**src/hdl/cptt_pkg.sv**
```systemverilog
// Shared types, codes and microcode table of the clip playback time tracker.
package cptt_pkg;

   // Fixed field widths
   localparam int DUR_W    = 32;
   localparam int SPEED_W  = 16;
   localparam int DELTA_W  = 20;
   localparam int REQ_W    = 2;
   localparam int PROD_W   = DELTA_W + SPEED_W;
   localparam int POS_W    = 32;
   localparam int NORM_BITS = 16;
   localparam int NORM_W   = NORM_BITS + 1;
   localparam int CSR_IDX_W = 2;
   localparam int CSR_DATA_W = 32;
   localparam int PROD_FRAC_BITS = 24;

   localparam logic [NORM_W-1:0] NORM_ONE = NORM_W'(1) << NORM_BITS;

   // Request codes
   localparam logic [REQ_W-1:0] REQ_TICK  = 2'd0;
   localparam logic [REQ_W-1:0] REQ_START = 2'd1;
   localparam logic [REQ_W-1:0] REQ_STOP  = 2'd2;

   // Register indexes
   localparam logic [CSR_IDX_W-1:0] CSR_DURATION = 2'd0;
   localparam logic [CSR_IDX_W-1:0] CSR_SPEED    = 2'd1;
   localparam logic [CSR_IDX_W-1:0] CSR_LOOP     = 2'd2;

   // Microcode steps
   typedef logic [2:0] step_type;
   localparam step_type STEP_WAIT      = 3'd0;
   localparam step_type STEP_MUL       = 3'd1;
   localparam step_type STEP_EXEC      = 3'd2;
   localparam step_type STEP_MOD_STEP  = 3'd3;
   localparam step_type STEP_MOD_FIN   = 3'd4;
   localparam step_type STEP_NORM_INIT = 3'd5;
   localparam step_type STEP_NORM_STEP = 3'd6;
   localparam step_type STEP_OUT       = 3'd7;

   typedef enum logic [2:0] {
      UOP_ACCEPT,
      UOP_MUL,
      UOP_EXEC,
      UOP_MOD_STEP,
      UOP_MOD_FIN,
      UOP_NORM_INIT,
      UOP_NORM_STEP,
      UOP_LOAD_OUT
   } uop_type;

   typedef enum logic [2:0] {
      COND_ALWAYS,
      COND_ACCEPT,
      COND_NEED_MOD,
      COND_MORE,
      COND_NORM_DIV,
      COND_OUT_FREE
   } cond_type;

   typedef struct packed {
      logic     ready;
      uop_type  uop;
      cond_type cond;
      step_type target;
      step_type alt;
   } uword_type;

   typedef struct packed {
      logic accept;
      logic need_mod;
      logic more;
      logic norm_div;
      logic out_free;
   } status_type;

   typedef struct packed {
      logic [DUR_W-1:0]          duration;
      logic signed [SPEED_W-1:0] speed;
      logic                      loop_mode;
   } cfg_type;

   typedef struct packed {
      logic [POS_W-1:0]  position;
      logic [NORM_W-1:0] normalized;
      logic              playing;
      logic              finished;
      logic              looped;
   } result_type;

   // Control store: taken condition jumps to target, otherwise to alt
   localparam uword_type UCODE [8] = '{
      '{1'b1, UOP_ACCEPT,    COND_ACCEPT,   STEP_MUL,       STEP_WAIT},
      '{1'b0, UOP_MUL,       COND_ALWAYS,   STEP_EXEC,      STEP_EXEC},
      '{1'b0, UOP_EXEC,      COND_NEED_MOD, STEP_MOD_STEP,  STEP_NORM_INIT},
      '{1'b0, UOP_MOD_STEP,  COND_MORE,     STEP_MOD_STEP,  STEP_MOD_FIN},
      '{1'b0, UOP_MOD_FIN,   COND_ALWAYS,   STEP_NORM_INIT, STEP_NORM_INIT},
      '{1'b0, UOP_NORM_INIT, COND_NORM_DIV, STEP_NORM_STEP, STEP_OUT},
      '{1'b0, UOP_NORM_STEP, COND_MORE,     STEP_NORM_STEP, STEP_OUT},
      '{1'b0, UOP_LOAD_OUT,  COND_OUT_FREE, STEP_WAIT,      STEP_OUT}
   };

endpackage

```
**src/hdl/cptt_sequencer.sv**
```systemverilog
// Microcode step counter and control store of the clip playback time tracker.
module cptt_sequencer (
   input  logic                 clock,
   input  logic                 reset,
   input  cptt_pkg::status_type status,
   output cptt_pkg::uword_type  ctrl
);
   import cptt_pkg::*;

   step_type step_ff, step_in;
   logic     taken;

   assign ctrl = UCODE[step_ff];

   always_comb begin
      unique case (ctrl.cond)
         COND_ALWAYS:   taken = 1'b1;
         COND_ACCEPT:   taken = status.accept;
         COND_NEED_MOD: taken = status.need_mod;
         COND_MORE:     taken = status.more;
         COND_NORM_DIV: taken = status.norm_div;
         COND_OUT_FREE: taken = status.out_free;
         default:       taken = 1'b1;
      endcase
      step_in = taken ? ctrl.target : ctrl.alt;
   end

   always_ff @(posedge clock) begin
      if (reset) begin
         step_ff <= STEP_WAIT;
      end else begin
         step_ff <= step_in;
      end
   end

endmodule

```
**src/hdl/cptt_datapath.sv**
```systemverilog
// Playback state, increment multiplier and shared restoring divider step.
module cptt_datapath #(
   parameter int TIME_WIDTH     = 32,
   parameter int TIME_FRAC_BITS = 16
) (
   input  logic                           clock,
   input  logic                           reset,
   input  cptt_pkg::uword_type            ctrl,
   input  logic                           accept,
   input  logic [cptt_pkg::REQ_W-1:0]     req_type,
   input  logic [cptt_pkg::DELTA_W-1:0]   tick_delta,
   input  cptt_pkg::cfg_type              cfg,
   output logic                           need_mod,
   output logic                           more,
   output logic                           norm_div,
   output cptt_pkg::result_type           result
);
   import cptt_pkg::*;

   localparam int TW         = TIME_WIDTH;
   localparam int PROD_SHIFT = PROD_FRAC_BITS - TIME_FRAC_BITS;
   localparam int SUM_W      = ((TW > PROD_W) ? TW : PROD_W) + 2;
   localparam int MAG_W      = SUM_W - 1;
   localparam int CNT_W      = $clog2(MAG_W + 1);
   localparam int CW         = (TW > DUR_W) ? TW : DUR_W;
   localparam logic [TW-1:0] TIME_MAX = '1;

   // Latched request
   logic [REQ_W-1:0]   req_ff;
   logic [DELTA_W-1:0] delta_ff;

   // Playback state
   logic [TW-1:0] cur_ff;
   logic          play_ff, loaded_ff, fin_rep_ff;
   logic          fin_ff, looped_ff;

   // Working registers
   logic signed [PROD_W-1:0] inc_ff;
   logic [TW-1:0]            rem_ff;
   logic [MAG_W-1:0]         mag_ff;
   logic                     neg_ff;
   logic [CNT_W-1:0]         cnt_ff;
   logic [NORM_W-1:0]        norm_ff;

   logic signed [DELTA_W:0]  delta_s;
   logic signed [PROD_W-1:0] prod;
   logic [CW-1:0]            dur_wide;
   logic [TW-1:0]            dur;
   logic signed [SUM_W-1:0]  sum, dur_ext, max_ext, neg_sum;
   logic                     tick_go, sum_neg, sum_ge;
   logic                     shift_bit, step_ge;
   logic [TW:0]              trial, trial_sub;
   logic [TW-1:0]            rem_next;

   assign delta_s = signed'({1'b0, delta_ff});
   assign prod    = delta_s * cfg.speed;

   // Clamp the register to the largest time
   assign dur_wide = CW'(cfg.duration);
   assign dur      = (dur_wide > CW'(TIME_MAX)) ? TIME_MAX : dur_wide[TW-1:0];

   assign sum     = signed'(SUM_W'(cur_ff)) + SUM_W'(inc_ff);
   assign dur_ext = signed'(SUM_W'(dur));
   assign max_ext = signed'(SUM_W'(TIME_MAX));
   assign neg_sum = -sum;
   assign sum_neg = sum[SUM_W-1];
   assign sum_ge  = (sum >= dur_ext);
   assign tick_go = (req_ff == REQ_TICK) && play_ff && loaded_ff;

   assign need_mod = tick_go && cfg.loop_mode && (dur != '0) && (sum_ge || sum_neg);
   assign more     = (cnt_ff > CNT_W'(1));
   assign norm_div = loaded_ff && (dur != '0) && (cur_ff < dur);

   // Restoring divider step, shared by the wrap modulo and the normalisation
   assign shift_bit = (ctrl.uop == UOP_MOD_STEP) ? mag_ff[MAG_W-1] : 1'b0;
   assign trial     = {rem_ff, shift_bit};
   assign trial_sub = trial - {1'b0, dur};
   assign step_ge   = (trial >= {1'b0, dur});
   assign rem_next  = step_ge ? trial_sub[TW-1:0] : trial[TW-1:0];

   always_ff @(posedge clock) begin
      if (reset) begin
         cur_ff     <= '0;
         play_ff    <= 1'b0;
         loaded_ff  <= 1'b0;
         fin_rep_ff <= 1'b0;
      end else begin
         case (ctrl.uop)
            UOP_ACCEPT: begin
               if (accept) begin
                  req_ff   <= req_type;
                  delta_ff <= tick_delta;
               end
            end
            UOP_MUL: begin
               inc_ff <= prod >>> PROD_SHIFT;
            end
            UOP_EXEC: begin
               fin_ff    <= tick_go && !cfg.loop_mode && (sum_ge || sum_neg) && !fin_rep_ff;
               looped_ff <= tick_go && cfg.loop_mode && (dur != '0) && (sum_ge || sum_neg);
               neg_ff    <= sum_neg;
               mag_ff    <= sum_neg ? neg_sum[MAG_W-1:0] : sum[MAG_W-1:0];
               rem_ff    <= '0;
               cnt_ff    <= CNT_W'(MAG_W);
               if (req_ff == REQ_START) begin
                  loaded_ff  <= 1'b1;
                  play_ff    <= 1'b1;
                  cur_ff     <= '0;
                  fin_rep_ff <= 1'b0;
               end else if (req_ff == REQ_STOP) begin
                  loaded_ff  <= 1'b0;
                  play_ff    <= 1'b0;
                  cur_ff     <= '0;
                  fin_rep_ff <= 1'b0;
               end else if (tick_go) begin
                  if (!cfg.loop_mode) begin
                     if (sum_ge || sum_neg) begin
                        cur_ff     <= sum_neg ? '0 : dur;
                        play_ff    <= 1'b0;
                        fin_rep_ff <= 1'b1;
                     end else begin
                        cur_ff <= sum[TW-1:0];
                     end
                  end else if (dur != '0) begin
                     if (!(sum_ge || sum_neg)) begin
                        cur_ff <= sum[TW-1:0];
                     end
                  end else begin
                     if (sum_neg) begin
                        cur_ff <= '0;
                     end else if (sum > max_ext) begin
                        cur_ff <= TIME_MAX;
                     end else begin
                        cur_ff <= sum[TW-1:0];
                     end
                  end
               end
            end
            UOP_MOD_STEP: begin
               rem_ff <= rem_next;
               mag_ff <= {mag_ff[MAG_W-2:0], 1'b0};
               cnt_ff <= cnt_ff - CNT_W'(1);
            end
            UOP_MOD_FIN: begin
               if (!neg_ff) begin
                  cur_ff <= rem_ff;
               end else begin
                  cur_ff <= (rem_ff != '0) ? dur - rem_ff : '0;
               end
            end
            UOP_NORM_INIT: begin
               rem_ff <= cur_ff;
               cnt_ff <= CNT_W'(NORM_BITS);
               if (!loaded_ff || (dur == '0)) begin
                  norm_ff <= '0;
               end else if (cur_ff >= dur) begin
                  norm_ff <= NORM_ONE;
               end else begin
                  norm_ff <= '0;
               end
            end
            UOP_NORM_STEP: begin
               rem_ff  <= rem_next;
               norm_ff <= {norm_ff[NORM_W-2:0], step_ge};
               cnt_ff  <= cnt_ff - CNT_W'(1);
            end
            default: begin
            end
         endcase
      end
   end

   always_comb begin
      result.position   = POS_W'(cur_ff);
      result.normalized = norm_ff;
      result.playing    = play_ff && loaded_ff;
      result.finished   = fin_ff;
      result.looped     = looped_ff;
   end

endmodule

```
**src/hdl/clip_playback_time_tracker.sv**
```systemverilog
// Top level of the clip playback time tracker: ports, registers, result stage.
//
//  channel  | direction | words              | payload
//  ---------+-----------+--------------------+--------------------------------------
//  req_     | in        | one per request    | tuser: req_type; tdata: tick_delta
//  rsp_     | out       | one per request    | tdata: position, normalised, flags
//  csr_     | in        | one per write      | index, data (no read-back)
//
//  A request runs from acceptance to a loaded result through accept, multiply,
//  update, normalisation init, 16 divider steps and load; the divider steps are skipped
//  when no division runs (no clip, zero duration or at the end). A looping wrap adds
//  restoring steps and a fix-up on the divider shared with normalisation.
//  Synchronous active-high reset clears playback; registers take speed 1.0, one-shot.
//  A request is taken while the last result waits; the load step holds while that is full.
module clip_playback_time_tracker #(
   parameter int TIME_WIDTH     = 32,
   parameter int TIME_FRAC_BITS = 16
) (
   input  logic                              clock,
   input  logic                              reset,
   // Request channel
   input  logic                              req_tvalid,
   output logic                              req_tready,
   input  logic [23:0]                       req_tdata,  // [19:0] tick_delta
   input  logic [cptt_pkg::REQ_W-1:0]        req_tuser,  // [1:0] req_type
   // Result channel
   output logic                              rsp_tvalid,
   input  logic                              rsp_tready,
   // [31:0] position, [48:32] normalized_position, [49] playing,
   // [50] finished_event, [51] looped_event
   output logic [55:0]                       rsp_tdata,
   // Register write port
   input  logic                              csr_we,
   input  logic [cptt_pkg::CSR_IDX_W-1:0]    csr_index,
   input  logic [cptt_pkg::CSR_DATA_W-1:0]   csr_wdata
);
   import cptt_pkg::*;

   uword_type  ctrl;
   status_type status;
   cfg_type    cfg_ff;
   result_type result, rsp_ff;
   logic       rsp_valid_ff;
   logic       need_mod, more, norm_div;
   logic       accept, out_free;

   // Handshake: accept only in the wait step, result stage frees on take
   assign req_tready = ctrl.ready;
   assign accept     = req_tvalid && req_tready;
   assign out_free   = !rsp_valid_ff || rsp_tready;

   always_comb begin
      status.accept   = accept;
      status.need_mod = need_mod;
      status.more     = more;
      status.norm_div = norm_div;
      status.out_free = out_free;
   end

   cptt_sequencer u_seq (
      .clock  (clock),
      .reset  (reset),
      .status (status),
      .ctrl   (ctrl)
   );

   cptt_datapath #(
      .TIME_WIDTH     (TIME_WIDTH),
      .TIME_FRAC_BITS (TIME_FRAC_BITS)
   ) u_dp (
      .clock      (clock),
      .reset      (reset),
      .ctrl       (ctrl),
      .accept     (accept),
      .req_type   (req_tuser),
      .tick_delta (req_tdata[DELTA_W-1:0]),
      .cfg        (cfg_ff),
      .need_mod   (need_mod),
      .more       (more),
      .norm_div   (norm_div),
      .result     (result)
   );

   // Configuration registers; a write to an unused index is dropped
   always_ff @(posedge clock) begin
      if (reset) begin
         cfg_ff.duration  <= '0;
         cfg_ff.speed     <= SPEED_W'(256);
         cfg_ff.loop_mode <= 1'b0;
      end else if (csr_we) begin
         unique case (csr_index)
            CSR_DURATION: cfg_ff.duration  <= csr_wdata[DUR_W-1:0];
            CSR_SPEED:    cfg_ff.speed     <= signed'(csr_wdata[SPEED_W-1:0]);
            CSR_LOOP:     cfg_ff.loop_mode <= csr_wdata[0];
            default: begin
            end
         endcase
      end
   end

   // Output register: hold the word until taken, load when the sequencer
   // reaches the result step and the stage is free
   always_ff @(posedge clock) begin
      if (reset) begin
         rsp_valid_ff <= 1'b0;
      end else begin
         if ((ctrl.uop == UOP_LOAD_OUT) && out_free) begin
            rsp_valid_ff <= 1'b1;
         end else if (rsp_tready) begin
            rsp_valid_ff <= 1'b0;
         end
      end
   end

   always_ff @(posedge clock) begin
      if ((ctrl.uop == UOP_LOAD_OUT) && out_free) begin
         rsp_ff <= result;
      end
   end

   assign rsp_tvalid = rsp_valid_ff;
   assign rsp_tdata  = {4'b0000, rsp_ff.looped, rsp_ff.finished, rsp_ff.playing,
                        rsp_ff.normalized, rsp_ff.position};

`ifndef SYNTHESIS
   a_events_exclusive: assert property (@(posedge clock) disable iff (reset)
      rsp_valid_ff |-> !(rsp_ff.finished && rsp_ff.looped))
      else $error("finished and looped pulses given together");

   a_finish_stops: assert property (@(posedge clock) disable iff (reset)
      (rsp_valid_ff && rsp_ff.finished) |-> !rsp_ff.playing)
      else $error("finished pulse while still playing");

   a_norm_range: assert property (@(posedge clock) disable iff (reset)
      rsp_valid_ff |-> (rsp_ff.normalized <= NORM_ONE))
      else $error("normalised position above one");

   a_no_accept_busy: assert property (@(posedge clock) disable iff (reset)
      accept |=> !req_tready)
      else $error("request accepted while the previous one is in progress");
`endif

endmodule

```
**config.mk**
```make
export PLATFORM = sky130hd
export DESIGN_NAME = clip_playback_time_tracker
export DESIGN_NICKNAME = d
export VERILOG_FILES = /design/src/hdl/cptt_pkg.sv /design/src/hdl/cptt_sequencer.sv /design/src/hdl/cptt_datapath.sv /design/src/hdl/clip_playback_time_tracker.sv
export SDC_FILE = /design/constraint.sdc
export NUM_CORES = 2
export LEC_CHECK = 0
export BUFFER_PORTS_ARGS = -buffer_cell sky130_fd_sc_hd__buf_4
export CAP_MARGIN = 10
export CORE_AREA = 2 2 271 273
export DETAILED_ROUTE_END_ITERATION = 16
export DIE_AREA = 0 0 273 275
export PLACE_DENSITY = 0.65
export SLEW_MARGIN = 20
export SYNTH_ARGS = -nofsm -noshare
export SYNTH_HDL_FRONTEND = slang
export SYNTH_SLANG_ARGS = --single-unit
```
**constraint.sdc**
```tcl
create_clock -name clock -period 8.2 [get_ports clock]
set_clock_uncertainty 0.05 [all_clocks]
set_input_delay 0.82 -clock clock [delete_from_list [all_inputs] [get_ports clock]]
set_output_delay 0.82 -clock clock [all_outputs]
set_load 0.01 [all_outputs]
```
==> impl_metrics.py <==
metrics = {
    "detailed_routing": {
        "wirelength_um": 86300,
        "vias_per_cell": 5.55,
        "vias": 23900,
        "post_drt_wl_per_cell_um": 20.0,
        "ant_nets": 0,
        "drtIter0Drc": 1986,
        "post-route-drc-count": 0,
        "dr.pass1.iters": 6,
    },
    "cells_and_area": {
        "register_area_um2": 7680,
        "layout_commonest_cell": "nand2_1",
        "syn_to_final_growth_pct": 11.0,
        "drive_above_1_share_pct": 8.01,
        "layout_common_cells": "454 x nand2_1, 404 x inv_1, 294 x ha_1, 252 x fa_1, 218 x a21oi_1",
        "fill_cells": 7081,
        "multi_input_area_um2": 19600,
        "fin_nets": 3939,
        "diodes": 0,
        "stdcell_count": 4316,
    },
    "synthesis": {
        "syn_area_um2": 29300,
        "synth-seq-cells": 285,
        "synth-edff-count": 197,
        "synthSimpleGateAreaFrac_pct": 16.8,
        "synth.mux.area_fraction_pct": 0.492,
        "synth_fa_ha_area_share_pct": 29.8,
        "ys_types": 96,
        "ys_warn_count": 0,
        "synth_ff_type": "edfxtp_1",
        "yosys.area_share.xor_xnor_pct": 4.15,
        "synth_compound_area_share_pct": 15.4,
        "avgSynthCellArea_um2": 8.94,
        "seq_area_frac_synth_pct": 26.2,
        "syn-instance-count": 3275,
        "synth_top_family_by_area": "adder cells",
        "synth_async_sr_flop_share_pct": 0,
    },
    "global_route": {
        "antenna_found_initial": 0,
        "grt_pass1_vias": 23700,
        "grt_pass1_wl_um": 134000,
        "grt_use_total_pct": 23.0,
        "grt_max_degree": 60,
        "grt-ovfl-total": 0,
    },
    "worst_setup_path": {
        "worstPathArrival_ns": 7.63,
        "path_class": "flop to flop",
        "start_kind": "flop",
        "cp_max_fo": 21,
        "required_ns": 8.46,
        "crit_path_end_kind": "flop",
    },
    "clock_network": {
        "clock-sinks": 285,
        "ctsHoldBuffers": 0,
        "cts_buffer_depth": 3,
        "ctsResizeCount": 0,
        "post_cts_buffers": 0,
        "h-tree-depth": 2,
        "cts_tree": "built",
        "root_buffer": "clkbuf_16",
        "worstSkewPairLatency_ns": 0.58,
        "cts_made_buffers": 37,
        "clkTransAtPathRegs_ns": 0.06,
    },
    "power_and_ir_drop": {
        "finalPower_mw": 8.41,
        "peakVddDrop_v": 0.000193,
        "power-per-cell-area_nw_per_um2": 259,
        "p_leak_nw": 14.2,
    },
    "run": {
        "maxCapViolCount": 0,
    },
    "sta": {
        "setup_viol": 0,
        "rsz0062_at_grt": "false",
        "slew_headroom_pct": 24.0,
        "hold_viol_final": 0,
        "period_minus_slack_ns": 7.37,
        "tightest_slew_ns": 1.14,
        "final-max-slew-violation-count": 0,
        "fmax_ghz": 0.136,
        "fin_tns_setup_ns": 0,
        "period_share_pct": 89.9,
    },
    "die": {
        "die_h_um": 275,
        "initial_core_util_pct": 40.5,
        "top_level_ports": 123,
        "core_area_um2": 72300,
        "num_rows": 99,
        "dieWidth_um": 273,
        "die_area_um2": 75100,
    },
    "outcome": {
        "run_status": "finished clean",
    },
    "placement": {
        "dp_hpwl_um": 67100,
        "portBuffers": 114,
        "dp.cells": 4248,
        "gp_congestion": 0.970,
    },
    "min_path": {
        "worstHoldPathType": "flop to flop",
    },
}
## critical path, cell delays in order (launching register included)
cell      delay, ns
dfxtp_1        0.93
nand2_1        0.18
fa_1           0.58
inv_1          0.06
fa_1           0.52
inv_1          0.05
fa_1           0.55
inv_1          0.07
fa_1           0.46
fa_1           0.52
fa_1           0.49
ha_1           0.37
a21o_1         0.18
a21o_1         0.18
a21oi_1        0.16
o21ai_0        0.20
a2111o_1       0.50
a41o_1         0.29
a31o_2         0.27
a31oi_1        0.25
o21bai_1       0.11
xnor2_1        0.13
## metrics by stage
step	hold WS, ns	worst slack [ns]	instance area, um2	utilization, %
2_1_floorplan	0.350	1.64	29300	-
5_1_grt	0.361	0.525	32500	44.9
3_3_place_gp	0.356	1.00	31100	43.0
3_5_place_dp	0.356	0.908	31100	43.0
4_1_cts	0.342	0.860	32500	44.9
6_report	0.369	0.826	32500	44.9
## power breakdown
part / total [mW] / internal (mW) / switching [mW]
sequential: 2.28 / 1.90 / 0.374
combinational: 4.37 / 1.66 / 2.71
clock: 1.75 / 1.06 / 0.695
## cells in the mapped netlist, drive strengths merged (30+ instances only)
cell type	instances	area share, %
and2	141	3.0
edfxtp	197	20
fa	252	17
o21ai	166	2.9
a21o	51	1.3
nor2	179	2.3
nand2b	34	0.73
ha	294	13
xnor2	92	2.8
inv	406	5.2
nand2	454	5.8
nand3	43	0.74
dfxtp	88	6.0
a211oi	31	0.81
xor2	45	1.4
and3	30	0.64
nor3	42	0.72
clkbuf	127	1.6
a21oi	221	3.8
## cells by family after synthesis
family                     Yosys count
AOI/OAI and AO/OA                  704
xor gates and xnor gates           137
adders and majority gates          546
buffers and inverters              549
DFF                                285
muxes                               14
other                                1
and+or+nand+nor                   1039
## flip-flops by register name, indices dropped and copies added (netlist names), 2 cells and up
name           cells
u_dp.cnt_ff        6
u_seq.step_ff      3
rsp_tdata         52
u_dp.rem_ff       32
u_dp.norm_ff      17
u_dp.inc_ff       28
u_dp.mag_ff       37
cfg_ff            49
u_dp.cur_ff       32
u_dp.req_ff        2
u_dp.delta_ff     20
## layer usage
layer,track usage (%),wire length [um],up-vias
met5,0,0,-
met4,8.82,3340,0
li1,-,-,11300
met3,4.41,7440,159
met2,36.4,38100,946
met1,31.2,37400,11500
## cell type report
type	count	area share [%]
Multi-Input combinational cell	2444	60.3
Sequential cell	285	23.6
Inverter	407	4.70
Tap cell	959	3.69
Clock buffer	52	3.67
Timing Repair Buffer	153	3.54
Clock inverter	16	0.466
## final timing paths
kind | start | to | slack (ns) | cells after the start
worst max-delay path | cfg_ff[7]$_SDFFE_PP0P_ | u_dp.inc_ff[27]$_DFFE_PP_ | 0.83 | 21
worst min-delay path | u_dp.norm_ff[16]$_DFFE_PP_ | rsp_tdata[48]$_DFFE_PP_ | 0.37 | 0
worst max register to register | cfg_ff[7]$_SDFFE_PP0P_ | u_dp.inc_ff[27]$_DFFE_PP_ | 0.83 | 21
worst min register to register | u_dp.norm_ff[16]$_DFFE_PP_ | rsp_tdata[48]$_DFFE_PP_ | 0.37 | 0
(Power assumes the default switching activity.)
